## src/rtl/tmcg_ram.sv

```systemverilog
// Generic single-clock RAM: one write port, one read port, registered read
// that holds its data while the read enable is low. No dependencies.
module tmcg_ram #(
  parameter int WIDTH = 8,
  parameter int DEPTH = 256
) (
  input  logic                     clk,
  input  logic                     we,
  input  logic [$clog2(DEPTH)-1:0] waddr,
  input  logic [WIDTH-1:0]         wdata,
  input  logic                     re,
  input  logic [$clog2(DEPTH)-1:0] raddr,
  output logic [WIDTH-1:0]         rdata
);

  logic [WIDTH-1:0] mem [DEPTH];

  // Write port
  always_ff @(posedge clk) begin
    if (we) begin
      mem[waddr] <= wdata;
    end
  end

  // Registered read port
  always_ff @(posedge clk) begin
    if (re) begin
      rdata <= mem[raddr];
    end
  end

endmodule

```

## config.mk

```make
export PLATFORM = sky130hd
export DESIGN_NAME = tmcg_ram
export DESIGN_NICKNAME = d
export VERILOG_FILES = /design/src/rtl/tmcg_ram.sv
export SDC_FILE = /design/constraint.sdc
export NUM_CORES = 2
export LEC_CHECK = 0
export BUFFER_PORTS_ARGS = -buffer_cell sky130_fd_sc_hd__buf_2
export CORE_ASPECT_RATIO = 1.2
export CORE_MARGIN = 2
export CORE_UTILIZATION = 40
export DETAILED_ROUTE_END_ITERATION = 8
export RECOVER_POWER = 100
export SLEW_MARGIN = 25
export SYNTH_ARGS = -nofsm -noshare
export SYNTH_HDL_FRONTEND = slang
export SYNTH_SLANG_ARGS = --single-unit
```

## constraint.sdc

```tcl
create_clock -name clk -period 3.1 [get_ports clk]
set_input_delay 0.155 -clock clk [delete_from_list [all_inputs] [get_ports clk]]
set_output_delay 0.155 -clock clk [all_outputs]
set_load 0.005 [all_outputs]
```

==> key figures <==
Status
  • Outcome: finished with violations
  • Failing checks: capacitance limit, slew limit

GRT
  • First-pass GRT wire length: 291,000 um
  • Busiest grt layer: met2
  • Met2 global-route usage: 33.1%
  • Antenna violations before repair: 14
  • All-layer global routing usage: 19.9%
  • Largest net degree at the start of global routing: 120
  • Total grt overflow: 0
  • Number of global-route vias before repair: 40,600
  • M3 GR Usage: 4.55%
  • Met1 usage: 25.8%

Power and ir drop
  • Comb power frac: 5.1%
  • Reg power frac: 54.0%
  • P_sw: 12.1 mW
  • Sw Share: 21.2%
  • Max IR drop VDD: 643 uV
  • Pint: 44.8 mW
  • LEAKAGE: 27.9 nW
  • Clk pwr share: 40.9%
  • Pwr per Cell Area: 625 nW/um2

Synth
  • Yosys cell types: 54
  • Post-synth top cells: edfxtp_1 (2,056), mux4_2 (454), nor2_1 (282)
  • Syn Std Cell Area: 79,600 um2
  • Synth Register Bits: 2,056
  • Top cells by area, synth: edfxtp_1 (78%), mux4_2 (13%), mux2i_1 (1.7%), nor2_1 (1.3%), a22oi_1 (1.3%)
  • Post-synthesis cell count: 3,733
  • Sequential-to-total area share from yosys stat: 77.5%
  • Most instantiated library cell after synthesis: edfxtp_1
  • Syn Area/Cell: 21.3 um2
  • Net Count, Synth: 3,760
  • Async set or reset register ratio after synthesis: 0%
  • Top-area cell type share of the netlist area: 77.5%
  • Ys flop type: edfxtp_1
  • Synth warnings: 0
  • Synth area leader: edfxtp_1
  • Number of synthesized flops with an enable pin: 2,056

Timing
  • # setup viols final: 0
  • Tightest Pin Transition: 2.59 ns
  • Min Tclk post-route: 3.05 ns
  • Setup tns final: 0 ns
  • Slew Limit Fails: 875
  • Endpoints failing hold: 0
  • Final period utilization: 98.4%
  • Worst slew margin: -72.5%
  • RSZ-0062 raised after global routing: false
  • F_max: 328 MHz
  • Final worst clock skew: 0.0310 ns

Die
  • Initial Util: 40.2%
  • Cell row count: 179
  • Die width: 411 um
  • Area of the core: 198,000 um2
  • Die height: 493 um
  • I/O pin cnt: 35
  • Die area: 203,000 um2

Job
  • Max Cap Violations: 15

CTS
  • # resized after CTS: 0
  • Cts bufs inserted: 192
  • Post CTS Setup Buffer Count: 0
  • CTS tree: built
  • Clock sinks: 2,056
  • Clock Tree Buf Depth: 3
  • Hold buffer count at CTS: 12
  • Worst-Skew Late Latency: 0.85 ns
  • Reg clk slew, reported paths: 0.06 ns
  • H-Tree Depth: 4
  • Root buffer cell: clkbuf_16

Worst hold path
  • WHS Endpoint: mem[118][7]$_DFFE_PP_
  • Hold crit path type: in -> reg
  • Min-Delay Startpoint: waddr[5]
  • Hold Path Cell Cnt: 4

Setup path
  • CP max stage cell: dlygate4sd3_1
  • Worst R2R Start: mem[101][2]$_DFFE_PP_
  • CP top delay family: buffers and inverters
  • Req. time, crit path: 3.62 ns
  • Max FO, Critical Path: 10
  • CP arrival: 3.57 ns
  • CP Cell Sequence: dlygate4sd3_1, clkbuf_1, nor2b_1, clkbuf_1, nand3_1, clkbuf_2, nor2_1, clkbuf_1
  • Flop-to-flop setup slack: 0.13 ns
  • CP Class: in -> reg
  • Worst r2r dst: rdata[2]$_DFFE_PP_
  • Max incr delay on CP: 0.62 ns
  • Worst setup SP type: primary input
  • Cell repeated most along the worst path: clkbuf_1
  • Critical Path End Type: register
  • Worst path bufs/invs: 5
  • Worst R2R Path Depth: 7

Cells and area
  • Layout cells sized above 1: 22.1%
  • Post-layout nets: 4,243
  • Design area: 91,000 um2
  • Area Growth Syn to Fin: 14.3%

Placed design
  • DP HPWL: 130,000 um
  • DP Area: 86,000 um2
  • PortBufs: 34
  • RePlAce Congestion: 0.838

Routing
  • Avg WL per Cell: 28.8 um
  • Vias: 39,700
  • Via density per instance: 5.68
  • Final ANT Viol Nets: 0
  • Initial DRC count: 4,052
  • DR pass1 iterations: 7
  • # DRC: 0
  • Routed WL: 202,000 um
==> power groups by stage <==
stage | sequential, mW | clock [mW] | combinational, mW
6_report | 30.7 | 23.3 | 2.89
5_1_grt | 30.7 | 24.7 | 3.05
4_1_cts | 30.7 | 23.7 | 2.97
3_5_place_dp | 31.3 | 0 | 2.95
3_3_place_gp | 31.3 | 0 | 2.92
2_1_floorplan | 31.3 | 0 | 1.49
==> worst register-to-register path: cells and delay by family, from the launching register on <==
| kind | cells | cell delay (ns) |
|---|---|---|
| AOI/OAI and AO/OA | 1 | 0.48 |
| muxes | 1 | 0.48 |
| DFF | 1 | 0.36 |
| buffers and inverters | 1 | 0.24 |
| and+or+nand+nor | 4 | 1.17 |
==> metal layers <==
metal	wire, um	vias up
met1	77700	21200
met2	100000	1528
met3	16200	333
li1	-	16700
met4	7190	14
met5	79	-
==> kinds of logic after synthesis <==
family,count (synthesis),share of synthesized area (%)
compound gates,385,3.42
buf+inv,235,1.83
flops,2056,77.5
mux,591,14.6
simple gates,466,2.63
==> state kept, by name (all words and copies together) (netlist names) <==
register,cells
rdata,8
mem,2048
==> how the worst max path moves through the flow <==
stage                    startpoint                     to  slack [ns]  cells after the start
3_3_place_gp               raddr[0]     rdata[3]$_DFFE_PP_       -0.52                     10
2_1_floorplan              raddr[0]     rdata[2]$_DFFE_PP_        0.87                      9
3_5_place_dp               raddr[0]     rdata[3]$_DFFE_PP_       -0.55                     10
4_1_cts        mem[87][2]$_DFFE_PP_     rdata[2]$_DFFE_PP_         0.1                      6
6_report                   waddr[1]   mem[73][1]$_DFFE_PP_        0.05                      8
5_1_grt                    waddr[1]  mem[122][4]$_DFFE_PP_        0.09                      7
==> through the flow <==
step	util [%]	cells	power [mW]	setup slack [ns]	hold WS [ns]
2_1_floorplan	-	3733	32.8	0.869	0.254
3_3_place_gp	43.4	6633	34.2	-0.522	0.618
3_5_place_dp	43.4	6634	34.2	-0.546	0.623
4_1_cts	46.6	6991	57.4	0.0979	0.00460
5_1_grt	46.0	6992	58.5	0.0858	0.0660
6_report	46.0	6996	56.9	0.0496	0.102
==> final cells by class <==
| class | instances | area [um2] |
|---|---|---|
| tap | 2624 | 3280 |
| inverter | 2 | 7.51 |
| sequential | 2056 | 61700 |
| multi-input combinational | 1442 | 16500 |
| antenna | 5 | 12.5 |
| timing repair buffer | 522 | 3360 |
| fill | 16700 | 107000 |
| clock buffer | 229 | 5070 |
| clock inverter | 116 | 1070 |
==> cell usage in the layout (no fill, tap or decap), types with 10 or more instances in the layout <==
cell type / n
edfxtp_1: 2056
mux4_2: 454
clkbuf_1: 323
nor2_1: 279
clkbuf_16: 198
mux2i_1: 134
a22oi_1: 133
buf_4: 130
a21oi_1: 96
o221ai_1: 46
buf_12: 46
clkinv_2: 44
clkinv_1: 41
nand3_1: 34
nand2_1: 33
o22ai_1: 28
nor2b_1: 28
clkbuf_2: 24
nor4_1: 23
nor3_1: 21
bufinv_16: 17
a211oi_1: 16
a221oi_1: 13
dlygate4sd3_1: 12
buf_2: 12
nand4_1: 10
o211ai_1: 10
o21ai_0: 10
No activity file was read; power rests on OpenSTA's default activity.
