<file path="src/rtl/tmcg_pkg.sv">
// Shared constants, codes and the stage control struct for the text mode
// character generator. No dependencies.
package tmcg_pkg;

  // Font geometry
  localparam int GLYPH_LINES = 8;
  localparam int GLYPH_COUNT = 256;
  localparam int FONT_COUNT  = 3;
  localparam int MAX_COLUMNS = 80;
  localparam int STORE_DEPTH = FONT_COUNT * GLYPH_COUNT * GLYPH_LINES;
  localparam int STORE_ADDR_W = $clog2(STORE_DEPTH);
  localparam int GLYPH_W = 8;

  // Opcodes
  localparam logic OP_WRITE  = 1'b0;
  localparam logic OP_RENDER = 1'b1;

  // Font select codes
  localparam logic [1:0] FONT_NORMAL  = 2'd0;
  localparam logic [1:0] FONT_GRAPHIC = 2'd1;
  localparam logic [1:0] FONT_PCG     = 2'd2;
  localparam logic [1:0] FONT_NONE    = 2'd3;

  // Configuration register indexes
  localparam logic [2:0] REG_TEN_LINE_ROWS     = 3'd0;
  localparam logic [2:0] REG_PCG_ENABLE        = 3'd1;
  localparam logic [2:0] REG_CURSOR_VISIBLE    = 3'd2;
  localparam logic [2:0] REG_CURSOR_ROW_POS    = 3'd3;
  localparam logic [2:0] REG_CURSOR_COL_POS    = 3'd4;
  localparam logic [2:0] REG_CURSOR_FIRST_LINE = 3'd5;
  localparam logic [2:0] REG_CURSOR_LAST_LINE  = 3'd6;

  localparam int CFG_DATA_W = 7;

  // Cursor blink: lit while the frame counter is below this
  localparam logic [4:0] BLINK_ON_LIMIT = 5'd15;

  // What the read-back stage does with the glyph byte of one cell
  typedef struct packed {
    logic                 use_glyph;  // take the glyph byte, else const_bits
    logic [GLYPH_W-1:0]   const_bits; // over/underline line in 10-line rows
    logic                 or_ones;    // overline/underline merged in
    logic                 xor_ones;   // cursor inverts the line
    logic [2:0]           fg;
    logic [2:0]           bg;
  } ctrl_t;

endpackage

</file>
<file path="src/rtl/tmcg_front.sv">
// Front stage: configuration registers, blink counter and the decode of one
// accepted transaction into glyph store accesses and a control word.
// Depends on tmcg_pkg.
module tmcg_front
  import tmcg_pkg::*;
#(
  parameter int COLUMN_LIMIT = MAX_COLUMNS
) (
  input  logic                    clk,
  input  logic                    rst,
  input  logic                    cfg_we,
  input  logic [2:0]              cfg_index,
  input  logic [CFG_DATA_W-1:0]   cfg_data,
  input  logic                    take,
  input  logic                    opcode,
  input  logic [7:0]              char_code,
  input  logic [7:0]              attr_byte,
  input  logic [4:0]              text_row,
  input  logic [6:0]              text_col,
  input  logic [3:0]              cell_line,
  input  logic [1:0]              font_sel,
  input  logic [7:0]              font_byte,
  output logic                    ram_we,
  output logic [STORE_ADDR_W-1:0] ram_waddr,
  output logic [GLYPH_W-1:0]      ram_wdata,
  output logic                    render,
  output logic [STORE_ADDR_W-1:0] ram_raddr,
  output ctrl_t                   ctrl
);

  logic       ten_line_rows;
  logic       pcg_enable;
  logic       cursor_visible;
  logic [4:0] cursor_row_pos;
  logic [6:0] cursor_col_pos;
  logic [3:0] cursor_first_line;
  logic [3:0] cursor_last_line;
  logic [4:0] blink_counter;
  logic [4:0] blink_counter_next;

  logic       frame_start;
  logic       cursor_here;
  logic [1:0] font;
  logic [2:0] gl;
  logic [3:0] gl_ext;
  logic [3:0] cur_height;
  logic       shape_ok;
  logic       shape_moved;
  logic       line_lit;
  logic       over;
  logic       under;
  logic       reverse;
  logic       erase;
  logic [2:0] colour;

  // Configuration registers
  always_ff @(posedge clk) begin
    if (rst) begin
      ten_line_rows     <= 1'b0;
      pcg_enable        <= 1'b0;
      cursor_visible    <= 1'b0;
      cursor_row_pos    <= '0;
      cursor_col_pos    <= '0;
      cursor_first_line <= '0;
      cursor_last_line  <= 4'd7;
    end else if (cfg_we) begin
      unique case (cfg_index)
        REG_TEN_LINE_ROWS:     ten_line_rows     <= cfg_data[0];
        REG_PCG_ENABLE:        pcg_enable        <= cfg_data[0];
        REG_CURSOR_VISIBLE:    cursor_visible    <= cfg_data[0];
        REG_CURSOR_ROW_POS:    cursor_row_pos    <= cfg_data[4:0];
        REG_CURSOR_COL_POS:    cursor_col_pos    <= cfg_data[6:0];
        REG_CURSOR_FIRST_LINE: cursor_first_line <= cfg_data[3:0];
        REG_CURSOR_LAST_LINE:  cursor_last_line  <= cfg_data[3:0];
        default: ;
      endcase
    end
  end

  // Advance the blink counter at the top-left cell of a frame
  assign render      = take && (opcode == OP_RENDER);
  assign frame_start = (text_row == 5'd0) && (cell_line == 4'd0) && (text_col == 7'd0);
  assign blink_counter_next = frame_start ? blink_counter + 5'd1 : blink_counter;

  always_ff @(posedge clk) begin
    if (rst) begin
      blink_counter <= '0;
    end else if (render) begin
      blink_counter <= blink_counter_next;
    end
  end

  // Font write: drop bad font selects and lines past the glyph
  assign ram_we    = take && (opcode == OP_WRITE) && (font_sel != FONT_NONE) && !cell_line[3];
  assign ram_waddr = {font_sel, char_code, cell_line[2:0]};
  assign ram_wdata = font_byte;

  // Glyph read address
  assign font   = pcg_enable ? FONT_PCG : (attr_byte[4] ? FONT_GRAPHIC : FONT_NORMAL);
  assign gl_ext = ten_line_rows ? cell_line - 4'd1 : {1'b0, cell_line[2:0]};
  assign gl     = gl_ext[2:0];
  assign ram_raddr = {font, char_code, gl};

  // Cursor block, moved up to end on the last glyph line when it runs past
  assign cur_height  = cursor_last_line - cursor_first_line;
  assign shape_ok    = cursor_first_line <= cursor_last_line;
  assign shape_moved = shape_ok && cursor_last_line[3];

  always_comb begin
    if (shape_moved) begin
      line_lit = (cur_height <= 4'd7) && ({1'b0, gl} >= 4'd7 - cur_height);
    end else begin
      line_lit = shape_ok && ({1'b0, gl} >= cursor_first_line) &&
                 ({1'b0, gl} <= cursor_last_line);
    end
  end

  assign cursor_here = cursor_visible && (blink_counter_next < BLINK_ON_LIMIT) &&
                       (text_row == cursor_row_pos) && (text_col == cursor_col_pos) &&
                       ({25'd0, text_col} < COLUMN_LIMIT);

  // Attributes and colours
  assign over    = attr_byte[3];
  assign reverse = attr_byte[5];
  assign erase   = attr_byte[6];
  assign under   = attr_byte[7];
  assign colour  = attr_byte[2:0];

  always_comb begin
    ctrl.fg = (reverse == erase) ? colour : 3'd0;
    ctrl.bg = reverse ? colour : 3'd0;
    ctrl.const_bits = '0;
    ctrl.or_ones    = 1'b0;
    ctrl.xor_ones   = 1'b0;
    ctrl.use_glyph  = 1'b1;
    if (ten_line_rows) begin
      if (cell_line == 4'd0) begin
        ctrl.use_glyph  = 1'b0;
        ctrl.const_bits = {GLYPH_W{over}};
      end else if (cell_line == 4'd9) begin
        ctrl.use_glyph  = 1'b0;
        ctrl.const_bits = {GLYPH_W{under}};
      end else if (cell_line > 4'd9) begin
        ctrl.use_glyph  = 1'b0;
      end else begin
        ctrl.xor_ones = cursor_here && line_lit;
      end
    end else begin
      ctrl.or_ones  = ((gl == 3'd0) && over) || ((gl == 3'd7) && under);
      ctrl.xor_ones = cursor_here && line_lit;
    end
  end

endmodule

</file>
<file path="config.mk">
export PLATFORM = sky130hd
export DESIGN_NAME = tmcg_front
export DESIGN_NICKNAME = d
export VERILOG_FILES = /design/src/rtl/tmcg_pkg.sv /design/src/rtl/tmcg_front.sv
export SDC_FILE = /design/constraint.sdc
export NUM_CORES = 1
export LEC_CHECK = 0
export BUFFER_PORTS_ARGS = -buffer_cell sky130_fd_sc_hd__buf_2
export CORE_ASPECT_RATIO = 0.6
export CORE_MARGIN = 4
export CORE_UTILIZATION = 43
export CTS_BUF_LIST = sky130_fd_sc_hd__clkbuf_4 sky130_fd_sc_hd__clkbuf_8
export DETAILED_ROUTE_END_ITERATION = 7
export PLACE_DENSITY = 0.83
export SLEW_MARGIN = 20
export SYNTH_ARGS = -nofsm -noshare
export SYNTH_HDL_FRONTEND = slang
export SYNTH_SLANG_ARGS = --single-unit
</file>
<file path="constraint.sdc">
create_clock -name clk -period 2.2 [get_ports clk]
set_input_delay 0.22 -clock clk [delete_from_list [all_inputs] [get_ports clk]]
set_output_delay 0.22 -clock clk [all_outputs]
set_load 0.005 [all_outputs]
</file>
==> results.md, run 1 <==
* Status: complete, but fails checks
* Failing checks: negative setup slack
* DRT antenna net count at 0
* Adder-cell share of the synthesized area at 10.8%
* Main flop type after synthesis: dfxtp_1
* IO buf count at 69
* Total die area at 0.00627 mm²
* Synth Instances at 259
* Critical path class: reg2out
* Number of flops mapped to enable cells by yosys at 0
* Ant. Diodes at 0
* Fin crit share at 124%
* Critical path cell sequence: mux2i_4 -> ha_4 -> nor2b_4 -> o21ai_2 -> a32oi_2 -> or4_4 -> a2111oi_4 -> buf_2
* Reg2reg start: blink_counter[0]$_SDFFE_PP0P_
* Layout cell share with drive strength beyond 1 at about two fifths
* P&R area growth vs syn at 20.6%
* Post-synthesis mux area share at under 10%
* XOR/XNOR Fraction of Synth Area at 8.91%
* Sink Count at 28
* Core ar. at between 0.004 and 0.005 mm²
* All-Layer GR Usage at roughly 16%
* Hpwl dp at 4.03 mm
* Largest fanout on the critical path at 4
* H-tree depth at 1
* Minimum clock period at 2.72 ns
* Max Clock Freq at roughly 370 MHz
* Root buf cell: clkbuf_8
* First-pass GRT wire length at between 8 and 9 mm
* Gr ovfl total at 0
* Final Hold Fails at 0
* Nets@finish at approximately 380
* Power density over the cells at 428 mW/mm²
* Die height at about 63 µm
* Critical path endpoint category: output pin
* Largest family of logic cells by synthesized area: simple AND/OR/NAND/NOR gates
* CTS tree: yes
* Number of synthesized register bits at 28
* Unrepaired setup endpoints after global routing: yes
* Most frequent cells in the layout: buf_2 (69), nor2_1 (38), dfxtp_1 (25)
* Worst R2R End: blink_counter[4]$_SDFFE_PP0P_
* HP Class: in2reg
* Slowest CP cell: or4_4
* Reg2Reg Setup Slack at 0.94 ns
* Initial Utilization at 46.0%
* Max_slew headroom at between 60% and 70%
* Hold_sp: cfg_data[5]
* Max clock buf depth at 2
* CTS buffer count at 3
* Leakage power at 1.17 nW
* Worst Setup Slack, final at -0.519 ns
* Async set-reset flop share out of synthesis at 0%
* Avg Inst Size Synth at 8.35 µm²
* Synthesized net count at 334
* Worst VDD drop at between 300 and 400 µV
* Initial antenna violation count at 0
* First DRT Iteration DRCs at 104
* Delay-heaviest family, CP: simple AND/OR/NAND/NOR gates
* Placed cell count at 365
* DIE WIDTH at around 100 µm
* Max-Cap Viols at 0
* Vias per cell at 5.04
* CP peak stage delay at about 0.5 ns
* Post-Synth Simple-Gate Area at a little over a fifth
* Post-Synthesis Cell Area at 0.00216 mm²
* Hold_buf cts at 0
* Vias in the first global route at 1849
* Slew Viols, Final at 0
* Clock transition at path regs at 0.10 ns
* Final WL at 5.16 mm
* Slew @ Worst Pin at around 0.57 ns
* Non-filler cells, final at 370
* Worst path arrival time at 2.50 ns
* Largest net degree at the start of global routing at 29
* DR pass1 iterations at 4
* Power Total at 1.12 mW
* Final GP Congestion at 0.815
* Setup Skew at 0.00240 ns
* Final setup viols at 1
* Hold Path Sink: cursor_col_pos[5]$_SDFFE_PP0P_
* R2R cell count at 5
* IO Pins at 110
* Vias at 1863
* Row count at 19
* Compound-Gate Fraction of Synth Area at 9.49%
* Netlist cell types at 39
* Synthesis Warnings at 0
* Hold depth at 3
* DR WL/cell at roughly 14 µm
* Startpoint types: flip-flop
* Critical path buffer and inverter count at 1
* Register area share after synthesis at 25.9%
* Worst-Skew Late Latency at 0.28 ns
* Remaining design rule violation count at 0
* Most common cell after layout, fill and taps aside: buf_2
* Worst EP required at 1.98 ns
registers in the layout (all words and copies together), names as in the netlist:
name               flops
cursor_visible         1
blink_counter          5
cursor_col_pos         7
ten_line_rows          1
cursor_row_pos         5
pcg_enable             1
cursor_first_line      4
cursor_last_line       4
power by group:
part	internal (mW)	leakage (nW)	switching [mW]	total [mW]
combinational	0.132	0.914	0.134	0.266
sequential	0.516	0.227	0.00797	0.524
clock	0.161	0.0288	0.167	0.327
total	0.808	1.17	0.308	1.12
Yosys cell counts (2+ instances only):
cell       n  area (µm²)
xor2_1     3        26.3
nand4_1    4        25.0
nand2_1    7        26.3
nor3_1     4        20.0
a31oi_1    3        18.8
nor2_1    38         143
mux2i_1   15         150
a21o_1     2        15.0
buf_4     37         278
nand3_1    3        15.0
a211o_1    3        26.3
o21ai_0    4        20.0
nor2b_1    2        12.5
clkbuf_1   6        22.5
a21oi_1   13        65.1
dfxtp_1   28         561
and2_1     6        37.5
nor3b_1    4        30.0
inv_1     18        67.6
nand4b_1   3        26.3
nor4_2     3        37.5
ha_1      17         213
xnor2_1   19         166
nand2b_1   2        12.5
how the worst max path moves through the flow:
stage | start | endpoint | slack [ns] | cells past startpoint
floorplan | ten_line_rows$_SDFFE_PP0P_ | ctrl[6] | -0.14 | 8
global placement | cell_line[0] | ctrl[6] | -0.40 | 11
detailed placement | cell_line[1] | ctrl[6] | -0.49 | 11
CTS | cursor_last_line[0]$_SDFFE_PP1P_ | ctrl[6] | -0.59 | 11
global route | ten_line_rows$_SDFFE_PP0P_ | ctrl[6] | -0.62 | 9
finish | ten_line_rows$_SDFFE_PP0P_ | ctrl[6] | -0.52 | 8
worst reg2reg max path: stages, from the launching register on:
cell and delay (ns):
dfxtp_1 0.41, ha_1 0.23, nand3_1 0.11, nor3_1 0.19, xnor2_1 0.14, nor2_1 0.05
area by class of cell:
class	instances	area (µm²)
fillers	426	2100
clock buffers	4	55.1
repair buffers	87	480
flip-flops and latches	28	567
multi-input cells	170	1360
inverters	18	70.1
well taps	63	78.8
routing by layer:
metal | wire length [µm] | up-vias | global-route usage (%) | share of wire, %
met1 | 2330 | 867 | 22.1 | 45
met4 | 37 | 0 | 3.07 | 0.72
met5 | 0 | - | 0 | 0
met3 | 324 | 4 | 4.12 | 6.3
li1 | - | 935 | - | -
met2 | 2460 | 57 | 26.4 | 48
logic make-up (layout without fill, tap and decap cells):
logic type	after synthesis	in the layout
AND/OR/NAND/NOR	83	83
buffers and inverters	61	109
AO/OA/AOI/OAI	32	32
flip-flops	28	28
XOR/XNOR	22	22
adder cells (fa/ha/maj)	18	18
multiplexers	15	15
timing repair:
item                       in CTS  in global routing
resized for setup              12                  7
setup endpoints to repair       1                  1
setup buffers                   0                  1
pin swaps                       5                  9
per-stage QoR:
step / utilization, % / instance area [µm²] / setup slack (ns) / TNS, ns / hold WS (ns)
after floorplan: - / 2220 / -0.143 / -0.143 / 0.364
after global placement: 52.4 / 2470 / -0.399 / -0.399 / 0.440
after detailed placement: 52.4 / 2470 / -0.494 / -0.494 / 0.440
after CTS: 54.3 / 2550 / -0.590 / -0.590 / 0.169
after global routing: 55.4 / 2610 / -0.624 / -0.624 / 0.188
final: 55.4 / 2610 / -0.519 / -0.519 / 0.176
No activity file was read; power rests on OpenSTA's default activity.
==> inputs of run 2 (changes only) <==
Settings changed: REMOVE_ABC_BUFFERS set to 1.
==> run 2 against run 1 <==
The flow still finishes with violations (negative setup slack). Via count is 0.16% lower. Global-route usage up 1.9 points. Power decreased by 4.0%. Largest cell class unchanged. Highest routed layer unchanged.
==> results.md, run 2 (synthesis results as in run 1) <==
* CTS buffer count at 3 (unchanged)
* R2R cell count at 5 (unchanged)
* Area post-placement at 0.00243 mm² (-1.5%)
* Max reg flops at 7 (unchanged)
* Initial antenna violation count at 0 (unchanged)
* Final GP Congestion at 0.779 (-4.5%)
* Minimum clock period at 2.75 ns (+0.0326 ns)
* Leakage power at 1.17 nW (about the same)
* DR pass1 iterations at 4 (unchanged)
* DIE WIDTH at 99.6 µm (unchanged)
* Most flops, register: cursor_col_pos
* Multi-input gate area at 0.00127 mm² (-6.5%)
* IO buf count at 69 (unchanged)
* Worst R2R End: blink_counter[4]$_SDFFE_PP0P_
* CP peak stage delay at 0.49 ns (about the same)
* Critical path class: reg2out
* Hold_buf cts at 0 (unchanged)
* Failing checks: negative setup slack
* Row count at 19 (unchanged)
* IO Pins at 110 (unchanged)
* Pre-CTS WS at -0.517 ns (-0.0236 ns)
* Critical Path Start: ten_line_rows$_SDFFE_PP0P_
* Vias per cell at 5.00 (-0.70%)
* Most frequent cells in the layout: buf_2 (69), nor2_1 (38), dfxtp_1 (26)
* First-pass GRT wire length at 9.38 mm (+11%)
* Placed cell count at 367 (+0.55%)
* Reg2reg start: blink_counter[0]$_SDFFE_PP0P_
* Max_slew headroom at 59.7% (-2.4 points)
* Reg2Reg Setup Slack at 0.84 ns (-0.10 ns)
* Worst VDD drop at 299 µV (-5.5%)
* H-tree depth at 1 (unchanged)
* Gr ovfl total at 0 (unchanged)
* Final core occ at 53.8% (-1.6 points)
* Unrepaired setup endpoints after global routing: yes
* Slew Viols, Final at 0 (unchanged)
* Post-Layout Inst Area at 0.00253 mm² (-3.0%)
* Vias in the first global route at 1918 (+3.7%)
* First DRT Iteration DRCs at 131 (+26%)
* P&R area growth vs syn at 17.1%
* DRT antenna net count at 0 (unchanged)
* Worst EP required at 1.98 ns (about the same)
* Vias at 1860 (-0.16%)
* Power Total at 1.07 mW (-4.0%)
* Ant. Diodes at 0 (unchanged)
* Fin crit share at 125% (+1.5 points)
* Fill cell total of the finished layout at 429 (+0.70%)
* CTS tree: yes
* Critical path cell sequence: mux2i_4 -> ha_1 -> nor2b_1 -> o21ai_1 -> a32oi_1 -> or4_1 -> a2111oi_2 -> buf_2
* Initial Utilization at 46.0% (unchanged)
* Critical path buffer and inverter count at 1 (unchanged)
* Power density over the cells at 423 mW/mm² (-1.1%)
* Slew @ Worst Pin at 0.604 ns (+0.0353 ns)
* Sequential standard cell area at 566 µm² (-0.22%)
* Worst Setup Slack, final at -0.551 ns (-0.0326 ns)
* Regs by FF count: cursor_col_pos: 7 flops, blink_counter: 5 flops, cursor_row_pos: 5 flops
* Setup Skew at 0.00102 ns (-0.00138 ns)
* Largest net degree at the start of global routing at 29 (unchanged)
* Max-Cap Viols at 0 (unchanged)
* Non-filler cells, final at 372 (+0.54%)
* Root buf cell: clkbuf_8
* Worst-Skew Late Latency at 0.26 ns (-0.02 ns)
* HP Class: in2reg
* Most common cell after layout, fill and taps aside: buf_2
* Max Clock Freq at 363 MHz (-1.2%)
* Hpwl dp at 4.43 mm (+10%)
* Sink Count at 28 (unchanged)
* Hold_sp: cfg_data[1]
* Remaining design rule violation count at 0 (unchanged)
* Crit path to: ctrl[6]
* Final WL at 5.48 mm (+6.2%)
* Largest fanout on the critical path at 4 (unchanged)
* Setup TNS at -0.551 ns (-0.0326 ns)
* All-Layer GR Usage at 18.2% (+1.9 points)
* Slowest CP cell: or4_1
* Startpoint types: flip-flop
* Status: complete, but fails checks
* Final setup viols at 1 (unchanged)
* Die height at 62.9 µm (unchanged)
* Nets@finish at 385 (+0.52%)
* Worst path arrival time at 2.53 ns (+0.03 ns)
* Hold_ws at 0.190 ns (+0.0148 ns)
* Clock transition at path regs at 0.09 ns (about the same)
* Final Hold Fails at 0 (unchanged)
* Total die area at 0.00627 mm² (unchanged)
* Delay-heaviest family, CP: simple AND/OR/NAND/NOR gates
* Max clock buf depth at 2 (unchanged)
* Layout cell share with drive strength beyond 1 at 34.3% (-4.1 points)
* WP depth at 8 (unchanged)
* Core ar. at 0.00471 mm² (unchanged)
* DR WL/cell at 14.7 µm (+5.7%)
* Critical path endpoint category: output pin
==> run 2: worst reg2reg max path: stages, from the launching register on <==
cell     delay, ns
dfxtp_1       0.40
ha_1          0.23
nand3_1       0.13
nor3_1        0.26
xnor2_1       0.16
nor2_1        0.05
==> run 2: per-layer routing <==
| layer | global-route usage [%] | vias up | wire length (µm) |
|---|---|---|---|
| li1 | - | 938 | - |
| met1 | 24.4 | 845 | 2510 |
| met2 | 27.8 | 71 | 2480 |
| met3 | 7.25 | 6 | 445 |
| met4 | 3.24 | 0 | 48 |
| met5 | 0.855 | - | 0 |
==> run 2: worst min-delay path by stage <==
stage | cells after the start | slack, ns | end
2_1_floorplan | 1 | 0.29 | blink_counter[1]$_SDFFE_PP0P_
3_3_place_gp | 0 | 0.44 | ram_wdata[0]
3_5_place_dp | 0 | 0.44 | ram_wdata[0]
4_1_cts | 3 | 0.19 | cursor_col_pos[1]$_SDFFE_PP0P_
5_1_grt | 3 | 0.20 | cursor_col_pos[1]$_SDFFE_PP0P_
6_report | 3 | 0.19 | cursor_col_pos[1]$_SDFFE_PP0P_
==> run 2: area by class of cell <==
| type | count | area share, % |
|---|---|---|
| Multi-Input combinational cell | 170 | 50.1 |
| Sequential cell | 28 | 22.3 |
| Timing Repair Buffer | 89 | 19.6 |
| Tap cell | 63 | 3.11 |
| Inverter | 18 | 2.67 |
| Clock buffer | 4 | 2.17 |
==> run 2: report_power, final <==
part,total [mW],internal [mW],switching (mW)
Sequential,0.523,0.515,0.00764
Combinational,0.238,0.117,0.121
Clock,0.311,0.160,0.151
Total,1.07,0.793,0.279
==> run 2: timing repair <==
action                                 4_1_cts  5_1_grt
resized for setup                            7        1
endpoints found under the hold margin        0        0
setup endpoints to repair                    1        1
gates cloned                                 0        0
pin swaps                                    1        0
buffers inserted                             1        0
