==> config.mk <==
export PLATFORM = sky130hd
export DESIGN_NAME = tmcg_back
export DESIGN_NICKNAME = d
export VERILOG_FILES = /design/src/rtl/tmcg_pkg.sv /design/src/rtl/tmcg_back.sv
export SDC_FILE = /design/constraint.sdc
export NUM_CORES = 1
export LEC_CHECK = 0
export BUFFER_PORTS_ARGS = -buffer_cell sky130_fd_sc_hd__buf_4
export CAP_MARGIN = 15
export CORE_ASPECT_RATIO = 0.5
export CORE_MARGIN = 3
export CORE_UTILIZATION = 25
export DETAILED_ROUTE_END_ITERATION = 10
export PLACE_DENSITY = 0.48
export SLEW_MARGIN = 25
export SYNTH_ARGS = -nofsm -noshare
export SYNTH_HDL_FRONTEND = slang
export SYNTH_SLANG_ARGS = --single-unit
==> constraint.sdc <==
create_clock -name clk -period 2.2 [get_ports clk]
set_clock_uncertainty 0.05 [all_clocks]
set_input_delay 0.44 -clock clk [delete_from_list [all_inputs] [get_ports clk]]
set_output_delay 0.44 -clock clk [all_outputs]
set_load 0.05 [all_outputs]
==> src/rtl/tmcg_pkg.sv <==
// Shared constants, codes and the stage control struct for the text mode
// character generator. No dependencies.
package tmcg_pkg;

  // Font geometry
  localparam int GLYPH_LINES = 8;
  localparam int GLYPH_COUNT = 256;
  localparam int FONT_COUNT  = 3;
  localparam int MAX_COLUMNS = 80;
  localparam int STORE_DEPTH = FONT_COUNT * GLYPH_COUNT * GLYPH_LINES;
  localparam int STORE_ADDR_W = $clog2(STORE_DEPTH);
  localparam int GLYPH_W = 8;

  // Opcodes
  localparam logic OP_WRITE  = 1'b0;
  localparam logic OP_RENDER = 1'b1;

  // Font select codes
  localparam logic [1:0] FONT_NORMAL  = 2'd0;
  localparam logic [1:0] FONT_GRAPHIC = 2'd1;
  localparam logic [1:0] FONT_PCG     = 2'd2;
  localparam logic [1:0] FONT_NONE    = 2'd3;

  // Configuration register indexes
  localparam logic [2:0] REG_TEN_LINE_ROWS     = 3'd0;
  localparam logic [2:0] REG_PCG_ENABLE        = 3'd1;
  localparam logic [2:0] REG_CURSOR_VISIBLE    = 3'd2;
  localparam logic [2:0] REG_CURSOR_ROW_POS    = 3'd3;
  localparam logic [2:0] REG_CURSOR_COL_POS    = 3'd4;
  localparam logic [2:0] REG_CURSOR_FIRST_LINE = 3'd5;
  localparam logic [2:0] REG_CURSOR_LAST_LINE  = 3'd6;

  localparam int CFG_DATA_W = 7;

  // Cursor blink: lit while the frame counter is below this
  localparam logic [4:0] BLINK_ON_LIMIT = 5'd15;

  // What the read-back stage does with the glyph byte of one cell
  typedef struct packed {
    logic                 use_glyph;  // take the glyph byte, else const_bits
    logic [GLYPH_W-1:0]   const_bits; // over/underline line in 10-line rows
    logic                 or_ones;    // overline/underline merged in
    logic                 xor_ones;   // cursor inverts the line
    logic [2:0]           fg;
    logic [2:0]           bg;
  } ctrl_t;

endpackage

==> src/rtl/tmcg_back.sv <==
// Back stage: holds the control word while the glyph read completes, then
// merges it with the glyph byte into the output register. Handles flow
// control for both channels. Depends on tmcg_pkg.
module tmcg_back
  import tmcg_pkg::*;
(
  input  logic               clk,
  input  logic               rst,
  input  logic               render,
  input  ctrl_t              ctrl,
  input  logic [GLYPH_W-1:0] rdata,
  input  logic               out_ready,
  output logic               in_ready,
  output logic               out_valid,
  output logic [7:0]         pixel_row,
  output logic [2:0]         fg_index,
  output logic [2:0]         bg_index
);

  logic               s1_valid;
  ctrl_t              s1_ctrl;
  logic               advance;
  logic [GLYPH_W-1:0] bits;

  // Output register frees up when empty or taken this cycle
  assign advance  = !out_valid || out_ready;
  assign in_ready = !s1_valid || advance;

  // Valid flags
  always_ff @(posedge clk) begin
    if (rst) begin
      s1_valid  <= 1'b0;
      out_valid <= 1'b0;
    end else begin
      if (advance) begin
        out_valid <= s1_valid;
      end
      if (in_ready) begin
        s1_valid <= render;
      end
    end
  end

  // Hold the control word alongside the pending glyph read
  always_ff @(posedge clk) begin
    if (in_ready && render) begin
      s1_ctrl <= ctrl;
    end
  end

  // Merge glyph byte, line attributes and cursor
  assign bits = s1_ctrl.use_glyph ?
                ((rdata | {GLYPH_W{s1_ctrl.or_ones}}) ^ {GLYPH_W{s1_ctrl.xor_ones}}) :
                s1_ctrl.const_bits;

  always_ff @(posedge clk) begin
    if (advance && s1_valid) begin
      pixel_row <= bits;
      fg_index  <= s1_ctrl.fg;
      bg_index  <= s1_ctrl.bg;
    end
  end

endmodule

==> results, run 1 <==
- The first global-routing pass estimated 3490 microns of wire.
- The worst register-to-register path ends at s1_ctrl[0]$_DFFE_PP_.
- Hold repair after CTS inserted 0 buffers.
- Measured in cells, the most critical reg-to-reg path has a length of 2.
- Walking the worst path, the cells encountered are nand3b_1 -> and2_1.
- The critical path endpoint category is a register.
- The worst path needs 1530 ps of the cycle, external delays included.
- Dividing the synthesized area by the synthesized cell count gives 16.4 sq um.
- The initial antenna violation count is 0.
- The half-perimeter wire length after placement is 1630 microns.
- The critical path starts at out_valid$_SDFFE_PP0P_.
- The total vias in the final route is 765.
- Counting both buffers and inverters, the worst setup path holds a total of 0.
- The longest clock path from root to sink contains 2 buffers.
- Combinational cells account for 12.0% of the total power.
- The startpoint of the worst hold path is rst.
- The core footprint is 4590 sq um.
- From bottom edge to top edge, the die measures 55.9 microns.
- On the critical path, the stage with the largest delay is an instance of sky130_fd_sc_hd__and2_1.
- In this run the remaining antenna-violating nets after routing total 0.
- The core occupancy in the finished layout is 37.3%.
- The count of maximum capacitance violations is 0.
- The fraction of power spent switching nets is 22.9%.
- Synthesis produced a netlist with a net count of 105.
- On the worst path, the slowest cell contributes a delay of 660 ps.
- After clock tree synthesis, the setup repair step added 0 buffers.
- The clock network is responsible for 31.0% of the overall power.
- The average wire per cell in the routed design is 12.2 microns.
- The met2 global-route usage is 14.0%.
- The top cell type by area accounts for 74.8% of the synthesized area.
- The number of I/O pins is 45.
- After filler insertion, the fill cell instance count of the layout stands at 454.
- The category of the critical setup timing path is register to register.
- The die width is 106 microns.
- Entering global routing, the biggest net connects 18 pins.
- The floorplan die area is 5910 sq um.
- In the global route stage, met1 resource usage came out at 8.02%.
- After layout, the worst path uses 69.5% of the clock period.
- Clock-pin slew was measured on the worst setup and hold paths at 60 ps.
- The CTS tree is built.
- Synthesis produced 76 cells.
- The site row count is 17.
- The number of different library cells in the post-synthesis netlist is 15.
- The worst reg-to-reg setup slack is 670 ps.
- met2 is the most crowded layer.
- The CTS buffer count is 5.
- STA puts the critical path data required time at 2060 ps.
- At the later pin of the worst-skew pair, clock insertion delay measures 270 ps.
- For this run, the detailed router's first-pass iteration total came to 3.
- The setup TNS is 0 ps.
- In the final layout, the share of cells above drive strength 1 is 44.4%.
- The TritonCTS sink count is 33.
- The aggregate routed wire length is 2330 microns.
- The library cells used most frequently in the layout, excluding fill and tap cells, are sky130_fd_sc_hd__buf_4, sky130_fd_sc_hd__edfxtp_1, sky130_fd_sc_hd__or3_1, sky130_fd_sc_hd__o21ai_0, sky130_fd_sc_hd__nor2b_1.
- The count of port buffers added during placement is 44.
- Headroom to the max-slew limit came out at 47.4%.
- For this run, design rule violations remaining after detail routing come to 0.
- Summed over all layers, the global routing overflow is 0.
- Based on the critical path, the design can be clocked at up to 654 MHz.
- The instance count along the most critical hold path is 2.
- For this design the ratio of total power to cell area is 766 nW/um^2.
- The sequential fraction of the synthesis area is 78.0%.
- The antenna diode instance count is 0.
- The growth of design area from synthesis to finish is 37.7%.
- The synthesis warning total is 0.
- The internal cell power is 1.01 mW.
- The class of the worst hold path is primary input to register.
- The beginning of the worst register-to-register path is out_valid$_SDFFE_PP0P_.
- In the global route stage, met3 resource usage came out at 4.98%.
- For this design the total switching power over the nets is 0.301 mW.
- The sequential group share of total power is 57.0%.
- Once the clock tree was built, the resizer swapped 0 gates to a different size.
- The via count of the first global-routing pass is 774.
- The worst endpoint data arrival time is 1380 ps.
- The first routing iteration left 21 violations.
- The net count of the finished layout is 153.
- Synthesis inferred 33 register bits.
- By area the synthesized netlist is led by sky130_fd_sc_hd__edfxtp_1, sky130_fd_sc_hd__a31o_2, sky130_fd_sc_hd__nor2b_1, sky130_fd_sc_hd__or3_1, sky130_fd_sc_hd__dfxtp_1.
- The final estimated routing congestion in global placement is 0.720.
- The worst hold path terminates at out_valid$_SDFFE_PP0P_.
- Hold is met by 275 ps.
- The master cell of the clock root buffer is sky130_fd_sc_hd__clkbuf_8.
- The run finished with clean final reports.
- The final number of hold-violating endpoints is 0.
- The initial core utilization is 27.1%.
- Dividing the detail-routed via count by the number of cells gives 4.03.
- Setup repair after global routing left no endpoint under its margin.
- Along the worst path, the maximum fanout reaches 17.
- STA classifies the critical path startpoint as a register.
- On the critical path the largest part of the delay comes from simple AND/OR/NAND/NOR gates.
- Leaving out fill and tap cells, the most frequent cell in the layout is sky130_fd_sc_hd__buf_4.
- The global routing usage summed across all routing layers is 8.09%.
- The largest area contributor in the netlist is sky130_fd_sc_hd__edfxtp_1.
- The number of slew-limit violations in the final report is 0.
- The leakage power total is 0.642 nW.
- The slew at the pin closest to its max-slew limit is 788 ps.
- IR analysis of the VDD net gives a maximum drop of 0.000242 V.
- Setup violations remaining at the end of the flow were counted as 0.
- The H-tree was split into 2 levels.
- After synthesis the cells add up to 1240 sq um.
[flip-flops by register name, indices dropped and copies added, names as in the netlist]
name,flops
s1_ctrl,17
pixel_row,8
bg_index,3
fg_index,3
out_valid,1
s1_valid,1
[worst max-delay path by stage]
stage,cells after the start,to,slack [ps]
6_report,2,s1_ctrl[0]$_DFFE_PP_,670
3_3_place_gp,3,s1_ctrl[14]$_DFFE_PP_,460
2_1_floorplan,2,s1_ctrl[0]$_DFFE_PP_,100
5_1_grt,2,s1_ctrl[2]$_DFFE_PP_,570
3_5_place_dp,3,s1_ctrl[14]$_DFFE_PP_,420
4_1_cts,2,s1_ctrl[4]$_DFFE_PP_,640
[cells in the mapped netlist]
master                     count
sky130_fd_sc_hd__nand2b_1      1
sky130_fd_sc_hd__inv_1         2
sky130_fd_sc_hd__or3_1         8
sky130_fd_sc_hd__clkbuf_2      1
sky130_fd_sc_hd__a21oi_1       2
sky130_fd_sc_hd__edfxtp_1     31
sky130_fd_sc_hd__o21ai_0       8
sky130_fd_sc_hd__clkbuf_1      1
sky130_fd_sc_hd__a31o_1        2
sky130_fd_sc_hd__nand3b_1      1
sky130_fd_sc_hd__and2_1        2
sky130_fd_sc_hd__buf_6         1
sky130_fd_sc_hd__a31o_2        6
sky130_fd_sc_hd__nor2b_1       8
sky130_fd_sc_hd__dfxtp_1       2
[cells by family after synthesis]
group,after synthesis,synth area share [%]
flops,33,78.0
compound gates,18,9.65
simple gates,20,10.2
buf+inv,5,2.21
[power groups by stage]
| stage | Clock (mW) | Sequential (mW) | Combinational (mW) |
|---|---|---|---|
| finish | 0.408 | 0.749 | 0.157 |
| global route | 0.459 | 0.753 | 0.168 |
| CTS | 0.426 | 0.749 | 0.160 |
| detailed placement | 0 | 0.762 | 0.159 |
| global placement | 0 | 0.761 | 0.158 |
| floorplan | 0 | 0.802 | 0.0468 |
[layout make-up]
cell class / count / area [sq um] / area share (%)
clock inverter: 1 / 3.75 / 0.219
tap: 66 / 82.6 / 4.82
sequential: 33 / 971 / 56.6
clock buffer: 6 / 72.6 / 4.23
multi-input combinational: 38 / 246 / 14.4
inverter: 2 / 7.51 / 0.438
timing repair buffer: 44 / 330 / 19.3
[stage by stage]
step	power (mW)	instance area (sq um)	cells	setup slack [ps]
3_5_place_dp	0.922	1640	183	424
6_report	1.31	1710	190	672
2_1_floorplan	0.849	1240	76	104
5_1_grt	1.38	1710	190	569
4_1_cts	1.33	1710	190	643
3_3_place_gp	0.919	1640	183	458
[per-layer routing]
metal | routed length [microns] | vias to the layer above
met1 | 917 | 359
li1 | - | 385
met3 | 162 | 5
met5 | 0 | -
met4 | 31 | 0
met2 | 1220 | 16
Note: power is estimated with default switching activity, not from simulation.
==> inputs of run 2 (changes only) <==
--- a/config.mk
+++ b/config.mk
@@ -5,13 +5,14 @@
 export SDC_FILE = /design/constraint.sdc
 export NUM_CORES = 1
 export LEC_CHECK = 0
+export ABC_AREA = 1
 export BUFFER_PORTS_ARGS = -buffer_cell sky130_fd_sc_hd__buf_4
 export CAP_MARGIN = 15
 export CORE_ASPECT_RATIO = 0.5
 export CORE_MARGIN = 3
 export CORE_UTILIZATION = 25
 export DETAILED_ROUTE_END_ITERATION = 10
-export PLACE_DENSITY = 0.48
+export PLACE_DENSITY = 0.5
 export SLEW_MARGIN = 25
 export SYNTH_ARGS = -nofsm -noshare
 export SYNTH_HDL_FRONTEND = slang
==> constraint.sdc (replaced) <==
create_clock -name clk -period 1.3 [get_ports clk]
set_clock_uncertainty 0.05 [all_clocks]
set_input_delay 0.26 -clock clk [delete_from_list [all_inputs] [get_ports clk]]
set_output_delay 0.26 -clock clk [all_outputs]
set_load 0.05 [all_outputs]
==> run 2 against run 1 <==
Worst hold slack got worse by 190 ps. Critical endpoint is now in_ready. Clock power is 81% higher. Highest routed layer unchanged. Synthesized cell count is 25% higher. Synthesized area is 0.60% lower. Power up 75%. Critical path type is now register to primary output.
==> results, run 2 <==
- The critical path goes through nand3_4 -> buf_4.
- By instance count, the leading cell after synthesis is sky130_fd_sc_hd__edfxtp_1.
- The area share of the leading cell type in the synthesized netlist is 75.2% (+0.45 points).
- TritonCTS built the clock tree.
- The wire length of the first global-routing pass is 4160 microns (+19%).
- The total power of the final layout is 2.30 mW (+75%).
- The floorplan die area is 5880 sq um (-0.55%).
- By count the netlist is led by sky130_fd_sc_hd__edfxtp_1, sky130_fd_sc_hd__nand2_1, sky130_fd_sc_hd__nand3_1.
- The via count of the first global-routing pass is 936 (+21%).
- The fraction of power spent switching nets was 24.8% (+1.9 points).
- The portion of total power attributed to the clock network came to 32.1% (+1.1 points).
- The final cell count without fillers is 221 (+16%).
- The total cell area at the placement stage is 1710 sq um (+4.1%).
- The number of different library cells in the post-synthesis netlist is 10 (-5).
- The number of optimization iterations in the first detailed-route pass was 4 (+1).
- The core footprint is 4570 sq um (-0.46%).
- The cell type of the slowest stage on the worst timing path is sky130_fd_sc_hd__dfxtp_4.
- The cell count after synthesis was 95 (+25%).
- The combinational share of power is 13.5% (+1.5 points).
- The count of port buffers added during placement is 44 (unchanged).
- The setup TNS is 0 ps (unchanged).
- The total vias in the final route is 868 (+13%).
- The library cells used most frequently in the layout, excluding fill and tap cells, are sky130_fd_sc_hd__buf_4, sky130_fd_sc_hd__edfxtp_1, sky130_fd_sc_hd__nand2_1.
- The number of flops mapped to enable cells by yosys is 31 (unchanged).
- The total of endpoints with negative setup slack in the final report is 0 (unchanged).
- The cell area power density is 1260 nW/um^2 (+65%).
- The count of maximum capacitance violations came to 0 (unchanged).
- The die width is 105 microns (-0.28%).
- The mean number of vias per cell was 3.93 (-2.5%).
- The post-route cell area was 1820 sq um (+6.4%).
- The TritonCTS sink count came to 33 (unchanged).
- The worst setup slack after layout is 60.5 ps (-611 ps).
- The fraction of synthesis flops using an asynchronous set or reset pin is 0% (unchanged).
- The CTS buffer count is 5 (unchanged).
- The half-perimeter wire length after placement was 1900 microns (+16%).
- The initial core utilization was 27.1% (-0.038 points).
- The count of filler cells inserted in the layout is 463 (+2.0%).
- The global routing usage summed across all routing layers is 9.19% (+1.1 points).
- The area of all sequential standard cells is 976 sq um (+0.52%).
- The share of final-layout standard cells stronger than drive strength 1 was 43.2% (-1.1 points).
- The netlist area before placement is 1240 sq um (-0.60%).
- The setup slack after placement came to 75.1 ps (-349 ps).
- The final estimated routing congestion in global placement is 0.666 (-7.5%).
- The prevailing post-synth register cell is sky130_fd_sc_hd__edfxtp_1.
- The critical path endpoint category is a primary output.
- The synthesized flop and latch total is 33 (unchanged).
- The largest net degree at the start of global routing is 17 (-1).
- The clock period could shrink to 1240 ps.
- The number of slew-limit violations in the final report is 0 (unchanged).
- The antenna diode instance count came to 0 (unchanged).
- The number of nets in the finished design was 183 (+20%).
- Setup repair after global routing left no endpoint under its margin.
- The tightest min-delay check is of the primary input to register type.
- The worst ir drop on vdd was 0.000399 V (+65%).
- The CTS clock-pin slew for the worst setup and hold paths is 60 ps (about the same).
- The sum of overflow across all layers after global routing came to 0 (unchanged).
- The clock network latency to the later pin of the worst-skew pair is 280 ps (about the same).
- The biggest area contributor in the post-synthesis netlist is sky130_fd_sc_hd__edfxtp_1.
- On the critical path the largest part of the delay comes from flip-flops.
- Yosys attributes the largest share of cell area to sky130_fd_sc_hd__edfxtp_1, sky130_fd_sc_hd__nand2_1, sky130_fd_sc_hd__nand3_1, sky130_fd_sc_hd__dfxtp_1, sky130_fd_sc_hd__o21ai_0.
- The reported net switching power is 0.570 mW (+89%).
- The number of I/O pins was 45 (unchanged).
- The final number of hold-violating endpoints is 0 (unchanged).
- The leading cell type in the layout, fill and taps excluded is sky130_fd_sc_hd__buf_4.
- The critical path in this run is classified as register to primary output.
- The average wire per cell in the routed design is 11.3 microns (-7.7%).
- The tree is rooted in a sky130_fd_sc_hd__clkbuf_8.
- The internal cell power is 1.73 mW (+71%).
- The number of cells in the design after placement is 209 (+14%).
- The data required time of the critical path came to 990 ps (-1070 ps).
- The maximum clock path buffer count was 2 (unchanged).
- The flip-flop count of the largest register after layout is 17 (unchanged).
- The synthesis warning total is 0 (unchanged).
- The core occupancy in the finished layout is 39.9% (+2.6 points).
- The sequential fraction of the synthesis area is 78.5% (+0.47 points).
- The worst slew margin relative to its limit is 84.8% (+37 points).
- The growth of design area from synthesis to finish is 47.3%.
- The net count after synthesis is 124 (+18%).
- The number of nets with antenna violations after routing came to 0 (unchanged).
- The number of buffers and inverters on the critical path is 1 (+1).
- The run finished with clean final reports.
- The maximum net fanout on the critical path is 4 (-13).
- The die height came to 55.8 microns (-0.27%).
- The site row count is 17 (unchanged).
- The register bank with the most flops is s1_ctrl.
- The area taken by multi-input logic gates is 246 sq um (unchanged).
- The share of the clock period used by the worst path is 95.3%.
- The violation count after the first detailed-route iteration is 41 (+95%).
- The sequential group share of total power is 54.4% (-2.6 points).
- The deepest level of the CTS H-tree is 2 (unchanged).
- The mean area per synthesized cell is 13.0 sq um (-20%).
- The worst endpoint data arrival time is 930 ps (-450 ps).
- The initial antenna violation count is 0 (unchanged).
- The aggregate routed wire length is 2500 microns (+7.4%).
- The slew at the pin closest to its max-slew limit is 227 ps (-561 ps).
- The number of remaining DRC errors is 0 (unchanged).
- The leakage power total came to 0.758 nW (+18%).
- The critical path startpoint category is a register.
- The largest registers in the layout are s1_ctrl x17, pixel_row x8.
- The fmax is 807 MHz.
- The worst-case hold slack is 87.2 ps (-188 ps).
- The largest incremental delay on the critical path is 370 ps (-290 ps).
run 2: cell count changes in the layout (fill, tap and decap cells not counted), moves of 2 or more:
cell	change
sky130_fd_sc_hd__nor2b_1	-8
sky130_fd_sc_hd__inv_1	+3
sky130_fd_sc_hd__nor2_1	+8
sky130_fd_sc_hd__dfxtp_1	-2
sky130_fd_sc_hd__nand2_1	+25
sky130_fd_sc_hd__or3_1	-8
sky130_fd_sc_hd__nand3_1	+8
sky130_fd_sc_hd__a31o_2	-6
sky130_fd_sc_hd__a31o_1	-2
sky130_fd_sc_hd__buf_4	+10
sky130_fd_sc_hd__and2_1	-2
run 2: area by class of cell:
cell class                      instances  area share [%]
Clock inverter                          3           0.961
Timing Repair Buffer                   54            22.2
Tap cell                               66            4.53
Clock buffer                            5            3.77
Inverter                                6            1.44
Sequential cell                        33            53.5
Multi-Input combinational cell         54            13.5
run 2: worst paths after layout:
path	end	start	slack, ps	cells after the start
worst max-delay path	in_ready	out_valid$_SDFFE_PP0P_	60	2
worst min-delay path	s1_valid$_SDFFE_PP0P_	rst	90	2
worst max register to register	pixel_row[3]$_DFFE_PP_	s1_ctrl[7]$_DFFE_PP_	160	5
worst min register to register	fg_index[0]$_DFFE_PP_	s1_ctrl[3]$_DFFE_PP_	370	0
run 2: worst reg2reg max path: cells and delay by family (launching register included):
kind          cells  cell delay [ps]
buf+inv           1              190
flops             1              370
simple gates      4              290
run 2: logic make-up (layout without fill, tap and decap cells):
group           count (synthesis)  in the layout  share of synthesized area [%]
compound gates                 11             11                           4.45
buf+inv                         8             68                           3.13
flops                          33             33                           78.5
simple gates                   43             43                           14.0
run 2: power groups by stage:
stage	sequential [mW]	clock (mW)	combinational, mW
2_1_floorplan	1.36	0	0.0797
4_1_cts	1.26	0.777	0.299
3_5_place_dp	1.28	0	0.298
5_1_grt	1.26	0.827	0.339
3_3_place_gp	1.28	0	0.295
6_report	1.25	0.738	0.311
run 2: what timing repair did:
item / 4_1_cts / 5_1_grt
endpoints found under the setup margin: 0 / 9
setup buffers: 0 / 4
resized for setup: 0 / 1
hold endpoints to repair: 0 / 0
hold buffers: 0 / 0
run 2: layer usage:
layer / global-route usage [%] / vias to the layer above / wire length, microns
met3: 4.87 / 7 / 94
li1: - / 447 / -
met2: 15.1 / 14 / 1300
met4: 3.87 / 0 / 56
met5: 0 / - / 0
met1: 9.97 / 400 / 1050
